==> src/rtl/core/nls_pkg.sv <==
// ----------------------------------------------------------------------------
// nls_pkg
// Types and character codes shared by the number literal scanner.
// ----------------------------------------------------------------------------
`default_nettype none

package nls_pkg;

  // item kinds
  localparam logic KIND_CHAR = 1'b0;
  localparam logic KIND_END  = 1'b1;

  // result status codes
  localparam logic [1:0] ST_OK        = 2'd0;
  localparam logic [1:0] ST_MALFORMED = 2'd1;
  localparam logic [1:0] ST_OVERLONG  = 2'd2;

  localparam logic [7:0] CH_PLUS  = 8'h2B;
  localparam logic [7:0] CH_MINUS = 8'h2D;
  localparam logic [7:0] CH_ZERO  = 8'h30;
  localparam logic [7:0] CH_NINE  = 8'h39;
  localparam logic [7:0] CH_POINT = 8'h2E;
  localparam logic [7:0] CH_LOW_E = 8'h65;
  localparam logic [7:0] CH_UP_E  = 8'h45;
  localparam logic [7:0] CH_CARET = 8'h5E;

  typedef struct packed {
    logic       kind;
    logic [7:0] character;
  } item_t;

  typedef struct packed {
    logic [1:0] status;
    logic       sign_present;
    logic [7:0] integral_digits;
    logic [7:0] integral_leading_zeros;
    logic       point_present;
    logic [7:0] fraction_digits;
    logic [7:0] fraction_trailing_zeros;
    logic       exponent_marker;
    logic       exponent_sign_present;
    logic [7:0] exponent_digits;
    logic [7:0] exponent_leading_zeros;
  } result_t;

  // one-hot parse phases
  typedef enum logic [5:0] {
    PH_START      = 6'b000001,
    PH_INT        = 6'b000010,
    PH_FRAC       = 6'b000100,
    PH_EXP_START  = 6'b001000,
    PH_EXP_DIGITS = 6'b010000,
    PH_DEAD       = 6'b100000
  } phase_e;

  function automatic logic [7:0] sat_inc(input logic [7:0] v);
    sat_inc = (v == 8'hFF) ? v : v + 8'd1;
  endfunction

  function automatic logic is_digit(input logic [7:0] c);
    is_digit = (c >= CH_ZERO) && (c <= CH_NINE);
  endfunction

  function automatic logic is_sign(input logic [7:0] c);
    is_sign = (c == CH_PLUS) || (c == CH_MINUS);
  endfunction

  function automatic logic is_marker(input logic [7:0] c);
    is_marker = (c == CH_LOW_E) || (c == CH_UP_E) || (c == CH_CARET);
  endfunction

endpackage

`default_nettype wire

==> src/rtl/core/nls_if.sv <==
// ----------------------------------------------------------------------------
// nls_item_if / nls_result_if
// Valid/ready channels for literal words and result words.
// ----------------------------------------------------------------------------
`default_nettype none

interface nls_item_if;
  import nls_pkg::*;
  logic  valid;
  logic  ready;
  item_t payload;
  modport source (output valid, output payload, input ready);
  modport sink (input valid, input payload, output ready);
endinterface

interface nls_result_if;
  import nls_pkg::*;
  logic    valid;
  logic    ready;
  result_t payload;
  modport source (output valid, output payload, input ready);
  modport sink (input valid, input payload, output ready);
endinterface

`default_nettype wire

==> src/rtl/core/nls_parser.sv <==
// ----------------------------------------------------------------------------
// nls_parser
// Grammar state and digit counters; one word per step, result on end word.
// ----------------------------------------------------------------------------
`default_nettype none

module nls_parser
  import nls_pkg::*;
#(
  parameter int unsigned MAX_LENGTH = 255
) (
  input  wire logic    clk_i,
  input  wire logic    rst_ni,
  input  wire logic    step_i,
  input  wire item_t   item_i,
  output result_t      result_o
);

  localparam int unsigned CW = $clog2(MAX_LENGTH + 1);
  localparam logic [CW-1:0] MaxLen = CW'(MAX_LENGTH);

  phase_e        phase_q, phase_d;
  logic          bad_q, bad_d;
  logic [CW-1:0] cnt_q, cnt_d;
  logic          long_q, long_d;
  logic          sign_q, sign_d;
  logic [7:0]    int_cnt_q, int_cnt_d;
  logic [7:0]    int_zero_q, int_zero_d;
  logic          int_nz_q, int_nz_d;
  logic          point_q, point_d;
  logic [7:0]    frac_cnt_q, frac_cnt_d;
  logic [7:0]    frac_run_q, frac_run_d;
  logic          mark_q, mark_d;
  logic          esign_q, esign_d;
  logic [7:0]    exp_cnt_q, exp_cnt_d;
  logic [7:0]    exp_zero_q, exp_zero_d;
  logic          exp_nz_q, exp_nz_d;

  logic [7:0] c;
  logic       c_digit, c_zero;

  assign c       = item_i.character;
  assign c_digit = is_digit(c);
  assign c_zero  = (c == CH_ZERO);

  always_comb begin
    phase_d    = phase_q;
    bad_d      = bad_q;
    cnt_d      = cnt_q;
    long_d     = long_q;
    sign_d     = sign_q;
    int_cnt_d  = int_cnt_q;
    int_zero_d = int_zero_q;
    int_nz_d   = int_nz_q;
    point_d    = point_q;
    frac_cnt_d = frac_cnt_q;
    frac_run_d = frac_run_q;
    mark_d     = mark_q;
    esign_d    = esign_q;
    exp_cnt_d  = exp_cnt_q;
    exp_zero_d = exp_zero_q;
    exp_nz_d   = exp_nz_q;

    if (step_i) begin
      if (item_i.kind == KIND_END) begin
        // literal closed, start afresh
        phase_d    = PH_START;
        bad_d      = 1'b0;
        cnt_d      = '0;
        long_d     = 1'b0;
        sign_d     = 1'b0;
        int_cnt_d  = '0;
        int_zero_d = '0;
        int_nz_d   = 1'b0;
        point_d    = 1'b0;
        frac_cnt_d = '0;
        frac_run_d = '0;
        mark_d     = 1'b0;
        esign_d    = 1'b0;
        exp_cnt_d  = '0;
        exp_zero_d = '0;
        exp_nz_d   = 1'b0;
      end else if (cnt_q >= MaxLen) begin
        long_d = 1'b1;
      end else begin
        cnt_d = cnt_q + 1'b1;
        case (phase_q)
          PH_START, PH_INT: begin
            phase_d = PH_INT;
            if ((phase_q == PH_START) && is_sign(c)) begin
              sign_d = 1'b1;
            end else if (c_digit) begin
              int_cnt_d = sat_inc(int_cnt_q);
              if (c_zero && !int_nz_q) begin
                int_zero_d = sat_inc(int_zero_q);
              end else begin
                int_nz_d = 1'b1;
              end
            end else if (c == CH_POINT) begin
              point_d = 1'b1;
              phase_d = PH_FRAC;
            end else if (is_marker(c)) begin
              mark_d  = 1'b1;
              phase_d = PH_EXP_START;
            end else begin
              bad_d   = 1'b1;
              phase_d = PH_DEAD;
            end
          end
          PH_FRAC: begin
            if (c_digit) begin
              frac_cnt_d = sat_inc(frac_cnt_q);
              frac_run_d = c_zero ? sat_inc(frac_run_q) : 8'd0;
            end else if (is_marker(c)) begin
              mark_d  = 1'b1;
              phase_d = PH_EXP_START;
            end else begin
              bad_d   = 1'b1;
              phase_d = PH_DEAD;
            end
          end
          PH_EXP_START, PH_EXP_DIGITS: begin
            phase_d = PH_EXP_DIGITS;
            if ((phase_q == PH_EXP_START) && is_sign(c)) begin
              esign_d = 1'b1;
            end else if (c_digit) begin
              exp_cnt_d = sat_inc(exp_cnt_q);
              if (c_zero && !exp_nz_q) begin
                exp_zero_d = sat_inc(exp_zero_q);
              end else begin
                exp_nz_d = 1'b1;
              end
            end else begin
              bad_d   = 1'b1;
              phase_d = PH_DEAD;
            end
          end
          default: begin
            phase_d = PH_DEAD;
          end
        endcase
      end
    end
  end

  always_ff @(posedge clk_i or negedge rst_ni) begin
    if (!rst_ni) begin
      phase_q    <= PH_START;
      bad_q      <= 1'b0;
      cnt_q      <= '0;
      long_q     <= 1'b0;
      sign_q     <= 1'b0;
      int_cnt_q  <= '0;
      int_zero_q <= '0;
      int_nz_q   <= 1'b0;
      point_q    <= 1'b0;
      frac_cnt_q <= '0;
      frac_run_q <= '0;
      mark_q     <= 1'b0;
      esign_q    <= 1'b0;
      exp_cnt_q  <= '0;
      exp_zero_q <= '0;
      exp_nz_q   <= 1'b0;
    end else begin
      phase_q    <= phase_d;
      bad_q      <= bad_d;
      cnt_q      <= cnt_d;
      long_q     <= long_d;
      sign_q     <= sign_d;
      int_cnt_q  <= int_cnt_d;
      int_zero_q <= int_zero_d;
      int_nz_q   <= int_nz_d;
      point_q    <= point_d;
      frac_cnt_q <= frac_cnt_d;
      frac_run_q <= frac_run_d;
      mark_q     <= mark_d;
      esign_q    <= esign_d;
      exp_cnt_q  <= exp_cnt_d;
      exp_zero_q <= exp_zero_d;
      exp_nz_q   <= exp_nz_d;
    end
  end

  always_comb begin
    if (long_q) begin
      result_o.status = ST_OVERLONG;
    end else if (bad_q || (cnt_q == '0) || ((int_cnt_q == '0) && (frac_cnt_q == '0)) ||
                 (mark_q && (exp_cnt_q == '0))) begin
      result_o.status = ST_MALFORMED;
    end else begin
      result_o.status = ST_OK;
    end
    result_o.sign_present            = sign_q;
    result_o.integral_digits         = int_cnt_q;
    result_o.integral_leading_zeros  = int_zero_q;
    result_o.point_present           = point_q;
    result_o.fraction_digits         = frac_cnt_q;
    result_o.fraction_trailing_zeros = frac_run_q;
    result_o.exponent_marker         = mark_q;
    result_o.exponent_sign_present   = esign_q;
    result_o.exponent_digits         = exp_cnt_q;
    result_o.exponent_leading_zeros  = exp_zero_q;
  end

endmodule

`default_nettype wire

==> src/rtl/core/number_literal_scanner_unit.sv <==
// ----------------------------------------------------------------------------
// number_literal_scanner_unit
// Checks a decimal number literal word by word and reports digit counts.
// ----------------------------------------------------------------------------
//  channel | dir | payload                      | produces
//  in_i    | in  | kind, character              | one word per literal byte/end
//  out_o   | out | status, 6 counts, 4 flags    | one word per end word
//
//  one word is taken every cycle unless the input stalls; each word passes the input
//  register, and an end word's result is loaded into the result register as it leaves
//  reset clears the parse state and the input and result valid flags
//  only an end word waiting on a full, stalled result register holds the input
// ----------------------------------------------------------------------------
`default_nettype none

module number_literal_scanner_unit
  import nls_pkg::*;
#(
  parameter int unsigned MAX_LENGTH = 255
) (
  input  wire logic    clk_i,
  input  wire logic    rst_ni,
  nls_item_if.sink     in_i,
  nls_result_if.source out_o
);

  logic    st_valid_q;
  item_t   st_item_q;
  logic    st_adv;
  logic    res_valid_q;
  result_t res_q;
  result_t parse_res;

  assign st_adv     = st_valid_q && ((st_item_q.kind == KIND_CHAR) || !res_valid_q ||
                                     out_o.ready);
  assign in_i.ready = !st_valid_q || st_adv;

  always_ff @(posedge clk_i or negedge rst_ni) begin
    if (!rst_ni) begin
      st_valid_q <= 1'b0;
    end else if (in_i.ready) begin
      st_valid_q <= in_i.valid;
    end
  end

  always_ff @(posedge clk_i) begin
    if (in_i.ready && in_i.valid) begin
      st_item_q <= in_i.payload;
    end
  end

  nls_parser #(
    .MAX_LENGTH (MAX_LENGTH)
  ) u_parser (
    .clk_i    (clk_i),
    .rst_ni   (rst_ni),
    .step_i   (st_adv),
    .item_i   (st_item_q),
    .result_o (parse_res)
  );

  always_ff @(posedge clk_i or negedge rst_ni) begin
    if (!rst_ni) begin
      res_valid_q <= 1'b0;
    end else if (st_adv && (st_item_q.kind == KIND_END)) begin
      res_valid_q <= 1'b1;
    end else if (out_o.ready) begin
      res_valid_q <= 1'b0;
    end
  end

  always_ff @(posedge clk_i) begin
    if (st_adv && (st_item_q.kind == KIND_END)) begin
      res_q <= parse_res;
    end
  end

  assign out_o.valid   = res_valid_q;
  assign out_o.payload = res_q;

  // a result appears only after an end word left the input register
  a_res_from_end: assert property (@(posedge clk_i) disable iff (!rst_ni)
    $rose(res_valid_q) |-> $past(st_adv && (st_item_q.kind == KIND_END)))
    else $error("result without end word");

  // input stalls only behind an end word and a blocked result
  a_stall_cause: assert property (@(posedge clk_i) disable iff (!rst_ni)
    !in_i.ready |-> (st_valid_q && (st_item_q.kind == KIND_END) && res_valid_q &&
                     !out_o.ready))
    else $error("input stalled without cause");

  // an accepted literal carries at least one significand digit
  a_ok_has_digit: assert property (@(posedge clk_i) disable iff (!rst_ni)
    (res_valid_q && (res_q.status == ST_OK)) |->
      ((res_q.integral_digits != 8'd0) || (res_q.fraction_digits != 8'd0)))
    else $error("valid literal without digits");

  // no status code beyond the defined three
  a_status_code: assert property (@(posedge clk_i) disable iff (!rst_ni)
    res_valid_q |-> ((res_q.status == ST_OK) || (res_q.status == ST_MALFORMED) ||
                     (res_q.status == ST_OVERLONG)))
    else $error("undefined status");

endmodule

`default_nettype wire
==> src/flat_wrapper.sv <==
// flat-port wrapper written by rule: the top's interface ports become plain ports
module number_literal_scanner_unit_flat import nls_pkg::*;
#(
  parameter int unsigned MAX_LENGTH = 255
)
  (clk_i, rst_ni, in_i_valid, in_i_payload, in_i_ready, out_o_valid, out_o_payload, out_o_ready);
  nls_item_if in_i_i ();
  nls_result_if out_o_i ();
  input  wire logic clk_i;
  input  wire logic rst_ni;
  input wire logic [$bits(in_i_i.valid)-1:0] in_i_valid;
  input wire logic [$bits(in_i_i.payload)-1:0] in_i_payload;
  output wire logic [$bits(in_i_i.ready)-1:0] in_i_ready;
  output wire logic [$bits(out_o_i.valid)-1:0] out_o_valid;
  output wire logic [$bits(out_o_i.payload)-1:0] out_o_payload;
  input wire logic [$bits(out_o_i.ready)-1:0] out_o_ready;
  assign in_i_i.valid = in_i_valid;
  assign in_i_i.payload = in_i_payload;
  assign in_i_ready = in_i_i.ready;
  assign out_o_valid = out_o_i.valid;
  assign out_o_payload = out_o_i.payload;
  assign out_o_i.ready = out_o_ready;
  number_literal_scanner_unit #(.MAX_LENGTH(MAX_LENGTH)) u_core (.clk_i(clk_i), .rst_ni(rst_ni), .in_i(in_i_i), .out_o(out_o_i));
endmodule
==> config.mk <==
export PLATFORM = sky130hd
export DESIGN_NAME = number_literal_scanner_unit_flat
export DESIGN_NICKNAME = d
export VERILOG_FILES = /design/src/rtl/core/nls_pkg.sv /design/src/rtl/core/nls_if.sv /design/src/rtl/core/nls_parser.sv /design/src/rtl/core/number_literal_scanner_unit.sv /design/src/flat_wrapper.sv
export SDC_FILE = /design/constraint.sdc
export NUM_CORES = 1
export LEC_CHECK = 0
export BUFFER_PORTS_ARGS = -buffer_cell sky130_fd_sc_hd__buf_2
export CORE_UTILIZATION = 50
export DETAILED_ROUTE_END_ITERATION = 7
export GPL_TIMING_DRIVEN = 0
export PLACE_DENSITY = 0.75
export RECOVER_POWER = 100
export SLEW_MARGIN = 15
export SYNTH_ARGS = -nofsm -noshare
export SYNTH_HDL_FRONTEND = slang
export SYNTH_SLANG_ARGS = --single-unit
==> constraint.sdc <==
create_clock -name clk_i -period 4.82 [get_ports clk_i]
set_input_delay 0.241 -clock clk_i [delete_from_list [all_inputs] [get_ports clk_i]]
set_output_delay 0.241 -clock clk_i [all_outputs]
set_load 0.02 [all_outputs]
# == Word-level counts from Yosys, hierarchy flattened ==
# Cells that the tools add are included.
# totals
inputBits,13
wordCells,234
ff_bits,135
output_inout_bits,56
# classes
n_eq_ne,36
addsub,7
bitwise_logic,1
mux,98
reduce_logical,58
magnitude_cmp,3
# op_table
op,n
$mux W8,39
$add A8 B1 Y8 const B,7
$mux W6,9
$eq A8 B8 Y1 const B,6
$mux W1,47
$eq A8 B6 Y1 const B,4
$logic_not A8 Y1,4
$reduce_and A6 Y1,5
$eq A8 B7 Y1 const B,3
$ne A2 B1 Y1 const B,11
$reduce_bool A2 Y1,11
$ne A3 B2 Y1 const B,7
$reduce_and A7 Y1,3
$pmux W6 S3,1
$logic_and A1 B1 Y1,10
$reduce_and A5 Y1,2
$logic_or A1 B1 Y1,9
$reduce_and A9 Y1,1
$ge A8 B6 Y1 const B,1
$ge A8 B8 Y1 const B,1
$le A8 B6 Y1 const B,1
$reduce_and A4 Y1,2
$eq A6 B1 Y1 const B,1
$eq A6 B2 Y1 const B,1
other kinds (12),17

# == Longest topological paths before layout ==
# Gate-level depths: netlist of run 1.
# depth
word_depth,10
ltp_mapped,9
ltp_nobuf,6

# == Hierarchy ==
# Synthesis of run 1 repeated with hierarchy kept, for this count alone.
# unflattened
cells_unflattened,516
hier_area_um2,6083.3
# by_module_without_submodules
module,cells_per_inst,instances,seq_area_each_um2,area_each_um2
nls_parser,443,1,1752.9,4085.2
number_literal_scanner_unit,73,1,1941.9,1998.2

# == Worst setup path before layout of run 1 ==
# No wires, ideal clock.
# synth_path
kind,register to register
from,register u_core.st_item_q[8] in the netlist's numbering
to,"register u_core.res_q (netlist bit u_core.out_o.payload[0]), enable pin"
synth_period_minus_slack_ns,3.345
slack_ns,1.475
stages_incl_launch_ff,7
required_time_ns,4.381
path_buffers,3
t_arrival_ns,2.905
setup_ns,0.439
cell_sequence,edfxtp_1 buf_2 and2_1 nand2_1 buf_1 inv_2 buf_1
# synth_via
elab_chain_cells,5
# synth_lines
item,line,source
"start, declared",number_literal_scanner_unit.sv:28,item_t st_item_q;
"start signal, assigned",number_literal_scanner_unit.sv:48,st_item_q <= in_i.payload;
$not A1 Y1,number_literal_scanner_unit.sv:34,assign st_adv = st_valid_q && ((st_item_q.kind == KIND_CHAR) || !res_valid_q ||
$logic_or A1 B1 Y1 (2 in a row),number_literal_scanner_unit.sv:34,
$logic_and A1 B1 Y1,number_literal_scanner_unit.sv:34,
$logic_and A1 B1 Y1 *,number_literal_scanner_unit.sv:73,if (st_adv && (st_item_q.kind == KIND_END)) begin
"end signal, assigned",number_literal_scanner_unit.sv:74,res_q <= parse_res;
"end, declared",number_literal_scanner_unit.sv:31,result_t res_q;
# Every way passes the cells marked *; elsewhere a longest branch is shown, timed or not.
# A chain may end at the register's enable or synchronous reset.

# == Final worst setup path of run 1 ==
# layout_path
from,register u_core.st_item_q[8] in the netlist's numbering
to,"register u_core.res_q (netlist bit u_core.out_o.payload[52]), enable pin"
# The elaborated chain is that of the path after synthesis.

==> summary.log, run 1 <==
[status] outcome complete, but fails checks
[status] failing checks capacitance limit, slew limit
[sta] Final Setup Violations 0
[route] Vias per Instance 6.07
[route] number of iterations in the first detailed-routing pass 6
[logic_synthesis] Post-Syn Instances 556
[worst_setup_path] Worst Path Buf+Inv 5
[sta] clk_skew 0.00451 ns
[sta] final hold slack 0.0159 ns
[die] cell row count 40
[die] Die Footprint 13300 um^2
[flow_run] number of maximum-capacitance constraint violations 1
[route] total wire length 15.7 mm
[finish] layout filler cell count 1013
[worst_setup_path] CP most frequent cell clkbuf_1
[logic_synthesis] leading post-synthesis cells by cell area edfxtp_1 30%, dfrtp_1 28%, a21oi_1 2.7%
[finish] ant diodes 0
[route] post-detailed-route count of antenna-violating nets 0
[cts] number of buffers added by the clock tree synthesis step 17
[logic_synthesis] count of flip-flops with a built-in enable after synthesis 63
[die] count of boundary I/O pins 69
[finish] net total in the final layout 679
[logic_synthesis] most used flip-flop cell after synthesis dfrtp_1
[worst_setup_path] crit path capture type register
[route] overall via count from detail_route 5076
[route] routed wirelength normalized by instance count 18.7 um
[global_route] overall track demand over capacity in global routing 0.253
[worst_setup_path] worst stage delay on the critical path 0.70 ns
[logic_synthesis] Yosys warning count 0
[finish] synthesis-to-layout area growth 18.6%
[die] effective utilization at floorplan 0.522
[worst_setup_path] CP max-delay cell buf_2
[sta] measured slew at the worst slew-check pin 1.55 ns
[global_route] pin count of the biggest net entering global routing 54
[sta] minimum clock period after layout 3.51 ns
[place] total of buffers placed on input and output ports 68
[power] static leakage 0.00293 uW
[global_route] antenna violations before repair 0
[global_route] number of global-route vias before repair 4879
[finish] share of final-layout standard cells stronger than drive strength 1 0.111
[worst_setup_path] arrival time at the worst endpoint 3.63 ns
[logic_synthesis] synthesized cell area 6400 um^2
[die] core area 12300 um^2
[min_path] Tightest Hold Check Type input port to register
[logic_synthesis] list of most frequent post-synthesis cells 71 x dfrtp_1, 63 x edfxtp_1, 45 x nand2_1, 35 x a21oi_1, 33 x nor2_1
[place] half-perimeter wire length after detailed placement 10.7 mm
[cts] clock transition at the registers of the reported paths 0.06 ns
[cts] number of levels in the clock H-tree 4
[sta] endpoints failing hold 0
[sta] Max Clk Rate 285 MHz
[worst_setup_path] worst-path fanout max 34
[worst_setup_path] critical setup path kind register to register
[logic_synthesis] library cell with the largest summed area after synthesis edfxtp_1
[die] y dimension of the die 115 um
[power] peak ir drop on the vdd network 0.000204 V
[cts] Clock Root Buffer clkbuf_16
[worst_setup_path] chain of cells forming the critical path clkbuf_1 -> and2_0 -> nand2_1 -> clkbuf_1 -> inv_1 -> buf_2 -> buf_12
[logic_synthesis] ys async rst share 0.533
[sta] setup TNS 0 ns
[cts] Max clock buf depth 2
[sta] part of the cycle the worst path needs 0.729
[logic_synthesis] number of distinct library cell variants in the gate-level netlist after synthesis 73
[route] DRC violations left 0
[sta] count of pins over their slew limit 7
[logic_synthesis] most frequently used cell type in the post-synthesis netlist dfrtp_1
[die] DIE WIDTH 115 um
[global_route] wire length of the first global-routing pass 25.2 mm
[logic_synthesis] Syn Nets 580
[sta] setup repair after global routing missed its margin false
[route] 1st-iter DRT viols 358
[place] Placer Congestion 0.908
[logic_synthesis] post-synthesis register bit count 135
[cts] Clk Latency, worst-skew pair 0.42 ns
[cts] number of gates resized after CTS 0
[worst_setup_path] data required time of the critical path 4.93 ns
[power] power density relative to cell area 408 nW/um^2
[worst_setup_path] family with the most delay on the worst path buffers and inverters
[global_route] leftover overflow at the end of global routing 0
[cts] clock sink count 135
[finish] utilization after layout 0.619
[cts] clock tree from TritonCTS built
[logic_synthesis] sequential area share after synthesis 0.577
[logic_synthesis] share of the synthesized area in the top cell type 0.295
[sta] Slew headroom -0.0601
[logic_synthesis] mean instance size in the synthesized netlist 11.5 um^2
[worst_setup_path] startpoint class of the critical path register
cells in the final DEF (no fill, tap or decap), drive strengths merged, types with 18 or more instances in the layout:
cell / instances
a21oi: 36
buf: 19
clkbuf: 98
dfrtp: 71
edfxtp: 63
inv: 18
nand2: 45
nand3: 21
nor2: 34
o31ai: 19
per-layer routing:
| metal | wire [um] | vias up | track usage |
|---|---|---|---|
| li1 | - | 2350 | - |
| met1 | 6720 | 2484 | 0.323 |
| met5 | 0 | - | 0 |
| met3 | 942 | 27 | 0.0617 |
| met4 | 342 | 0 | 0.0970 |
| met2 | 7660 | 215 | 0.418 |
worst paths after layout:
path / startpoint / slack [ns] / depth (start not counted) / endpoint
setup reg to reg: u_core.st_item_q[8] / 1.31 / 7 / u_core.out_o.payload[52]
hold / removal: in_i_valid / 0.02 / 2 / u_core.st_valid_q
max in group asynchronous: rst_ni / 3.27 / 3 / u_core.u_parser.phase_q[0]
setup / recovery: u_core.st_item_q[8] / 1.31 / 7 / u_core.out_o.payload[52]
hold reg to reg: u_core.u_parser.frac_cnt_q[2] / 0.46 / 0 / u_core.out_o.payload[28]
min in group asynchronous: rst_ni / 0.63 / 2 / u_core.u_parser.frac_cnt_q[2]
repair_timing:
action                                 4_1_cts  5_1_grt
setup buffers                                0        0
endpoints found under the hold margin       28        0
hold buffers                                10        0
per-stage QoR:
| step | total power, uW | instance area, um^2 | instances | setup WS [ns] |
|---|---|---|---|---|
| 2_1_floorplan | 1650 | 6400 | 556 | 1.48 |
| 3_3_place_gp | 1770 | 6950 | 792 | 0.242 |
| 3_5_place_dp | 1790 | 7010 | 794 | 1.74 |
| 4_1_cts | 3120 | 7710 | 836 | 1.70 |
| 5_1_grt | 3220 | 7590 | 836 | 1.07 |
| 6_report | 3100 | 7590 | 836 | 1.31 |
area by class of cell:
class,instances,area (um^2),area share
inverters,19,71.3,0.00939
multi-input cells,377,2490,0.328
clock buffers,22,454,0.0598
repair buffers,80,417,0.0549
well taps,168,210,0.0277
flip-flops and latches,135,3690,0.487
plain buffers,25,101,0.0133
clock inverters,10,151,0.0199
cell families after synthesis:
kind of cell             share of synthesized area
AND/OR/NAND/NOR                              0.193
flip-flops                                   0.577
AO/OA/AOI/OAI                                0.149
buffers and inverters                       0.0297
XOR/XNOR                                    0.0150
adder cells (fa/ha/maj)                     0.0215
multiplexers                                0.0150
where the power goes:
| part | internal [uW] | total [uW] | switching [uW] |
|---|---|---|---|
| clock | 872 | 1330 | 460 |
| sequential | 1310 | 1380 | 77.5 |
| combinational | 138 | 382 | 244 |
worst reg2reg max path, delay by kind of cell (launching register included):
family | cells | cell delay, ns
simple gates | 2 | 0.45
flops | 1 | 0.46
buf+inv | 5 | 2.28
registers in the layout, summed over array words and instances (netlist names):
register	cells
u_core.u_parser.frac_cnt_q	8
u_core.u_parser.esign_q	1
u_core.u_parser.mark_q	1
u_core.st_item_q	9
u_core.u_parser.exp_cnt_q	8
u_core.u_parser.sign_q	1
u_core.u_parser.cnt_q	8
u_core.u_parser.int_zero_q	8
u_core.u_parser.phase_q	6
u_core.u_parser.int_cnt_q	8
u_core.st_valid_q	1
u_core.u_parser.exp_zero_q	8
u_core.u_parser.long_q	1
u_core.out_o.valid	1
u_core.out_o.payload	54
u_core.u_parser.exp_nz_q	1
u_core.u_parser.int_nz_q	1
u_core.u_parser.point_q	1
u_core.u_parser.bad_q	1
u_core.u_parser.frac_run_q	8
Note: power is estimated with default switching activity, not from simulation.
==> run 2: changes to the inputs <==
Settings changed: ABC_AREA from default to 1, PLACE_DENSITY 0.75 to 0.77.
Clock period 4.82 ns to 2.9 ns, I/O delays scaled along.
==> summary.log, run 2 <==
[place] half-perimeter wire length after detailed placement 8.94 mm
[sta] Slew headroom 0.0550
[cts] Clock Root Buffer clkbuf_16
[sta] Max Clk Rate 430 MHz
[sta] setup repair after global routing missed its margin false
[worst_setup_path] critical setup path kind register to register
[route] number of iterations in the first detailed-routing pass 5
[sta] count of pins over their slew limit 0
[place] Placer Congestion 0.899
[global_route] leftover overflow at the end of global routing 0
[die] DIE WIDTH 116 um
[cts] number of levels in the clock H-tree 4
[sta] part of the cycle the worst path needs 0.802
[cts] clock sink count 135
[logic_synthesis] area share of xor/xnor cells in the synthesized design 0.0390
[global_route] wire length of the first global-routing pass 21.9 mm
[finish] ant diodes 0
[min_path] Tightest Hold Check Type input port to register
[finish] share of final-layout standard cells stronger than drive strength 1 0.0973
[logic_synthesis] library cell with the largest summed area after synthesis edfxtp_1
[logic_synthesis] synthesized cell area 6510 um^2
[power] static leakage 0.00339 uW
[route] Vias per Instance 5.10
[logic_synthesis] post-synthesis register bit count 135
[flow_run] number of maximum-capacitance constraint violations 0
[global_route] antenna violations before repair 0
[finish] layout filler cell count 1081
[logic_synthesis] most frequently used cell type in the post-synthesis netlist nand2_1
[sta] minimum clock period after layout 2.32 ns
[sta] measured slew at the worst slew-check pin 1.42 ns
[worst_setup_path] worst-path fanout max 60
[route] total wire length 13.2 mm
[power] power density relative to cell area 676 nW/um^2
[logic_synthesis] Post-Syn Instances 700
[route] DRC violations left 0
[route] post-detailed-route count of antenna-violating nets 0
[logic_synthesis] list of most frequent post-synthesis cells 171 x nand2_1, 78 x nor2_1, 71 x dfrtp_1, 69 x inv_1, 63 x edfxtp_1
[sta] setup TNS 0 ns
[worst_setup_path] arrival time at the worst endpoint 2.37 ns
[finish] synthesis-to-layout area growth 18.0%
[route] 1st-iter DRT viols 309
[route] routed wirelength normalized by instance count 13.4 um
[cts] buffer count from post-CTS setup fixing 0
[logic_synthesis] most used flip-flop cell after synthesis dfrtp_1
[power] share of power burned in registers 0.450
[finish] net total in the final layout 823
[power] P_int 3840 uW
[logic_synthesis] count of flip-flops with a built-in enable after synthesis 63
[power] peak ir drop on the vdd network 0.000359 V
[finish] highest-count cells in the layout ignoring fill and taps 175 x nand2_1, 85 x nor2_1, 72 x inv_1
[die] effective utilization at floorplan 0.514
[logic_synthesis] Syn Nets 724
[power] share of total power consumed by net switching 0.261
[place] total of buffers placed on input and output ports 68
[logic_synthesis] leading post-synthesis cells by cell area edfxtp_1 29%, dfrtp_1 27%, nand2_1 9.9%
[logic_synthesis] Synth Area in Compound Gates 0.0520
[sta] Final Setup Violations 0
[worst_setup_path] CP max-delay cell inv_4
[logic_synthesis] adder-cell share of the synthesized area 0.0211
[global_route] pin count of the biggest net entering global routing 61
[power] fraction of power consumed by combinational cells 0.120
[sta] endpoints failing hold 0
[finish] utilization after layout 0.607
[global_route] number of global-route vias before repair 4624
[power] net load switching power 1360 uW
[route] overall via count from detail_route 5020
[cts] clock transition at the registers of the reported paths 0.06 ns
[die] core area 12700 um^2
[global_route] overall track demand over capacity in global routing 0.216
[logic_synthesis] proportion of synthesized area in mux cells 0
[finish] leading cell type in the layout, fill and taps excluded nand2_1
[worst_setup_path] data required time of the critical path 2.95 ns
[die] count of boundary I/O pins 69
[die] cell row count 41
[logic_synthesis] Yosys warning count 0
[logic_synthesis] number of distinct library cell variants in the gate-level netlist after synthesis 35
[sta] clk_skew 0.00794 ns
[logic_synthesis] share of the synthesized area in the top cell type 0.290
[cts] Max clock buf depth 2
[worst_setup_path] crit path capture type register
[cts] Clk Latency, worst-skew pair 0.42 ns
[worst_setup_path] worst stage delay on the critical path 0.61 ns
[logic_synthesis] simple logic cell fraction of the synthesized area 0.262
[die] y dimension of the die 116 um
[logic_synthesis] ys async rst share 0.533
[finish] flip-flop count of the largest register after layout 54
[logic_synthesis] largest family of logic cells by synthesized area simple AND/OR/NAND/NOR gates
[power] proportion of power drawn by the clock network 0.429
[worst_setup_path] chain of cells forming the critical path inv_1 -> o21ai_0 -> clkinv_1 -> nand2_1 -> inv_4
[cts] clock tree from TritonCTS built
[worst_setup_path] startpoint class of the critical path register
[die] Die Footprint 13500 um^2
[status] outcome finished clean
[logic_synthesis] mean instance size in the synthesized netlist 9.31 um^2
[cts] number of buffers added by the clock tree synthesis step 17
[logic_synthesis] sequential area share after synthesis 0.567
## run 2: cell types whose count changed in the layout (fill, tap and decap cells not counted), moves of 17 or more
cell / change
o31ai_1: -18
a21oi_1: -32
nand4_1: +17
nand3_1: +29
inv_1: +54
nand2_1: +130
nor2_1: +52
xor2_1: +20
o21ai_0: +26
## run 2: final timing paths
path,startpoint,slack (ns),cells after the start,to
worst max-delay path,u_core.st_item_q[8],0.58,5,u_core.out_o.payload[21]
worst min-delay path,out_o_ready,0.009,4,u_core.out_o.valid
worst max register to register,u_core.st_item_q[8],0.58,5,u_core.out_o.payload[21]
worst min register to register,u_core.u_parser.esign_q,0.47,0,u_core.out_o.payload[16]
max in group asynchronous,rst_ni,1.42,3,u_core.u_parser.exp_zero_q[6]
min in group asynchronous,rst_ni,0.59,2,u_core.u_parser.int_cnt_q[1]
## run 2: what timing repair did
item	CTS	global route
gates resized for setup	0	0
hold buffers	11	0
endpoints found under the hold margin	82	0
## run 2: kinds of logic after synthesis
family	count (synthesis)
xor+xnor	29
simple gates	378
fa+ha+maj	11
flops	135
compound gates	57
buf+inv	90
## run 2: layout make-up
cell class,count,area [um^2],share of cell area
plain buffers,13,81.3,0.0106
clock buffers,20,437,0.0568
clock inverters,12,179,0.0233
inverters,77,293,0.0381
multi-input cells,475,2380,0.310
flip-flops and latches,135,3690,0.481
well taps,172,215,0.0280
repair buffers,80,407,0.0529
## run 2: per-stage QoR
stage	instances	hold slack, ns	setup WS (ns)	area (um^2)	total power [uW]
final	984	0.00901	0.575	7690	5190
after global routing	984	0.0272	0.407	7690	5430
after CTS	984	0.0489	0.869	7830	5260
after detailed placement	941	0.0742	0.869	7100	3020
after global placement	940	0.322	-0.206	7070	2990
after floorplan	700	-0.151	0.489	6520	2800
## run 2: per-layer routing
layer  global-route usage  share of wire
met1                0.284           0.46
met2                0.342           0.47
met3               0.0529          0.049
met4               0.0940          0.022
met5                    0              0
## run 2: critical path, delay by kind of cell (launching register included)
family                 cells  cell delay (ns)
AOI/OAI and AO/OA          1             0.21
DFF                        1             0.48
and+or+nand+nor            1             0.24
buffers and inverters      3             0.95
## run 2: power by group through the flow
stage / Combinational [uW] / Sequential, uW / Clock [uW]
2_1_floorplan: 387 / 2410 / 0
3_3_place_gp: 621 / 2370 / 0
3_5_place_dp: 642 / 2380 / 0
4_1_cts: 658 / 2340 / 2260
5_1_grt: 709 / 2370 / 2350
6_report: 625 / 2340 / 2230
==> run 3: changes to the inputs <==
Settings changed: PLACE_DENSITY 0.77 to 0.75.
Clock period 2.9 ns to 2.16 ns, I/O delays scaled along.
==> summary.log, run 3 (same netlist as run 2, synthesis figures left out) <==
[worst_setup_path] worst stage delay on the critical path 0.58 ns
[die] count of boundary I/O pins 69
[route] number of iterations in the first detailed-routing pass 6
[route] DRC violations left 0
[min_path] count of cells along the worst hold path 4
[cts] number of levels in the clock H-tree 4
[die] y dimension of the die 116 um
[sta] Slew headroom 0.383
[min_path] worst hold start out_o_ready
[sta] Final Setup Violations 0
[finish] layout filler cell count 1099
[die] core area 12700 um^2
[cts] Clock Root Buffer clkbuf_16
[worst_setup_path] family with the most delay on the worst path buffers and inverters
[worst_setup_path] critical setup path kind register to register
[worst_setup_path] worst-path fanout max 10
[die] Die Footprint 13500 um^2
[flow_run] number of maximum-capacitance constraint violations 0
[worst_setup_path] arrival time at the worst endpoint 2.38 ns
[sta] measured slew at the worst slew-check pin 0.926 ns
[global_route] pin count of the biggest net entering global routing 58
[finish] leading cell type in the layout, fill and taps excluded nand2_1
[sta] minimum clock period after layout 2.03 ns
[place] Placed Area 7110 um^2
[route] Vias per Instance 5.21
[sta] count of pins over their slew limit 0
[sta] final hold slack 0.0247 ns
[worst_setup_path] chain of cells forming the critical path inv_2 -> buf_2 -> clkbuf_1 -> nand4_1 -> o21ai_0
[route] overall via count from detail_route 5151
[power] static leakage 0.00339 uW
[power] peak ir drop on the vdd network 0.000549 V
[worst_setup_path] worst flop-to-flop path endpoint u_core.u_parser.frac_run_q[4]
[worst_setup_path] CP max-delay cell clkbuf_1
[finish] Multi-input gate area 2430 um^2
[sta] clk_skew 0.0130 ns
[sta] part of the cycle the worst path needs 0.942
[route] post-detailed-route count of antenna-violating nets 0
[worst_setup_path] setup slack on the worst flop-to-flop path 0.13 ns
[finish] post-route cell area 7750 um^2
[worst_setup_path] Critical R2R Launch u_core.st_item_q[8]
[die] DIE WIDTH 116 um
[finish] flip-flop count of the largest register after layout 54
[min_path] Tightest Hold Check Type input port to register
[sta] Max Clk Rate 491 MHz
[status] outcome finished clean
[worst_setup_path] startpoint class of the critical path register
[cts] clock sink count 135
[min_path] capture endpoint of the worst hold path u_core.out_o.valid
[global_route] wire length of the first global-routing pass 23.2 mm
[finish] net total in the final layout 827
[worst_setup_path] crit path capture type register
[cts] clock tree from TritonCTS built
[global_route] antenna violations before repair 0
[global_route] number of global-route vias before repair 4888
[global_route] leftover overflow at the end of global routing 0
[finish] highest-count cells in the layout ignoring fill and taps 172 x nand2_1, 79 x nor2_1, 70 x dfrtp_1
[route] total wire length 14.2 mm
[finish] combined flip-flop and latch cell area 3700 um^2
[power] power density relative to cell area 910 nW/um^2
[global_route] overall track demand over capacity in global routing 0.229
[place] half-perimeter wire length after detailed placement 9.35 mm
[cts] clock transition at the registers of the reported paths 0.06 ns
[sta] endpoints failing hold 0
[finish] synthesis-to-layout area growth 18.9%
[cts] Max clock buf depth 2
[finish] share of final-layout standard cells stronger than drive strength 1 0.126
[die] cell row count 41
[die] effective utilization at floorplan 0.514
[worst_setup_path] Critical Path Source u_core.st_item_q[8]
[finish] post-layout instance count excluding filler cells 988
[sta] setup repair after global routing missed its margin false
[cts] buffer count from post-CTS setup fixing 0
[worst_setup_path] depth of the worst register-to-register path 5
[place] Placer Congestion 0.887
[cts] number of buffers added by the clock tree synthesis step 17
[worst_setup_path] Worst Path Buf+Inv 3
[cts] Clk Latency, worst-skew pair 0.43 ns
[worst_setup_path] data required time of the critical path 2.50 ns
[route] routed wirelength normalized by instance count 14.4 um
[route] 1st-iter DRT viols 399
[sta] setup TNS 0 ns
[place] total of buffers placed on input and output ports 68
[power] Tot Pwr 7050 uW
[place] number of placed instances with taps included 941
[finish] ant diodes 0
[run 3: per-stage QoR]
stage | worst slack, ns | utilization
after floorplan | 0.0227 | -
after detailed placement | -0.652 | 0.561
after CTS | -0.115 | 0.620
after global routing | 0.0114 | 0.612
after global placement | -0.511 | 0.559
final | 0.125 | 0.612
[run 3: routing by layer]
layer | GRT usage | share of wire
met1 | 0.303 | 0.45
met2 | 0.362 | 0.49
met3 | 0.0535 | 0.046
met4 | 0.105 | 0.016
met5 | 0 | 0
[run 3: worst max-delay path by stage]
stage,endpoint,slack [ns],depth (start not counted)
after global routing,u_core.out_o.valid,0.01,3
after global placement,u_core.out_o.payload[39],-0.51,5
after detailed placement,u_core.out_o.payload[37],-0.65,5
after CTS,u_core.out_o.payload[21],-0.12,5
final,u_core.u_parser.frac_run_q[4],0.13,5
after floorplan,u_core.out_o.payload[0],0.02,5
[run 3: what timing repair did]
item                                   4_1_cts  5_1_grt
endpoints found under the hold margin       81        0
cloned                                       1        2
setup endpoints to repair                   60       60
hold buffers                                12        0
resized for setup                            1        2
[run 3: final cells by class]
cell class	instances	area share
timing repair buffer	81	0.0512
buffer	13	0.00920
clock inverter	14	0.0234
tap	172	0.0278
inverter	77	0.0379
multi-input combinational	475	0.314
timing repair inverter	3	0.00291
sequential	135	0.477
clock buffer	18	0.0567
[run 3: power by group]
| part | total (uW) | internal (uW) | switching [uW] | leakage (uW) |
|---|---|---|---|---|
| sequential | 3150 | 2950 | 206 | 0.00158 |
| combinational | 874 | 282 | 592 | 0.00151 |
| clock | 3030 | 1950 | 1080 | 0.000303 |
[run 3: worst reg2reg max path, stage by stage, from the launching register on]
cell and delay, ns:
edfxtp_1 0.52, inv_2 0.20, buf_2 0.28, clkbuf_1 0.58, nand4_1 0.17, o21ai_0 0.20
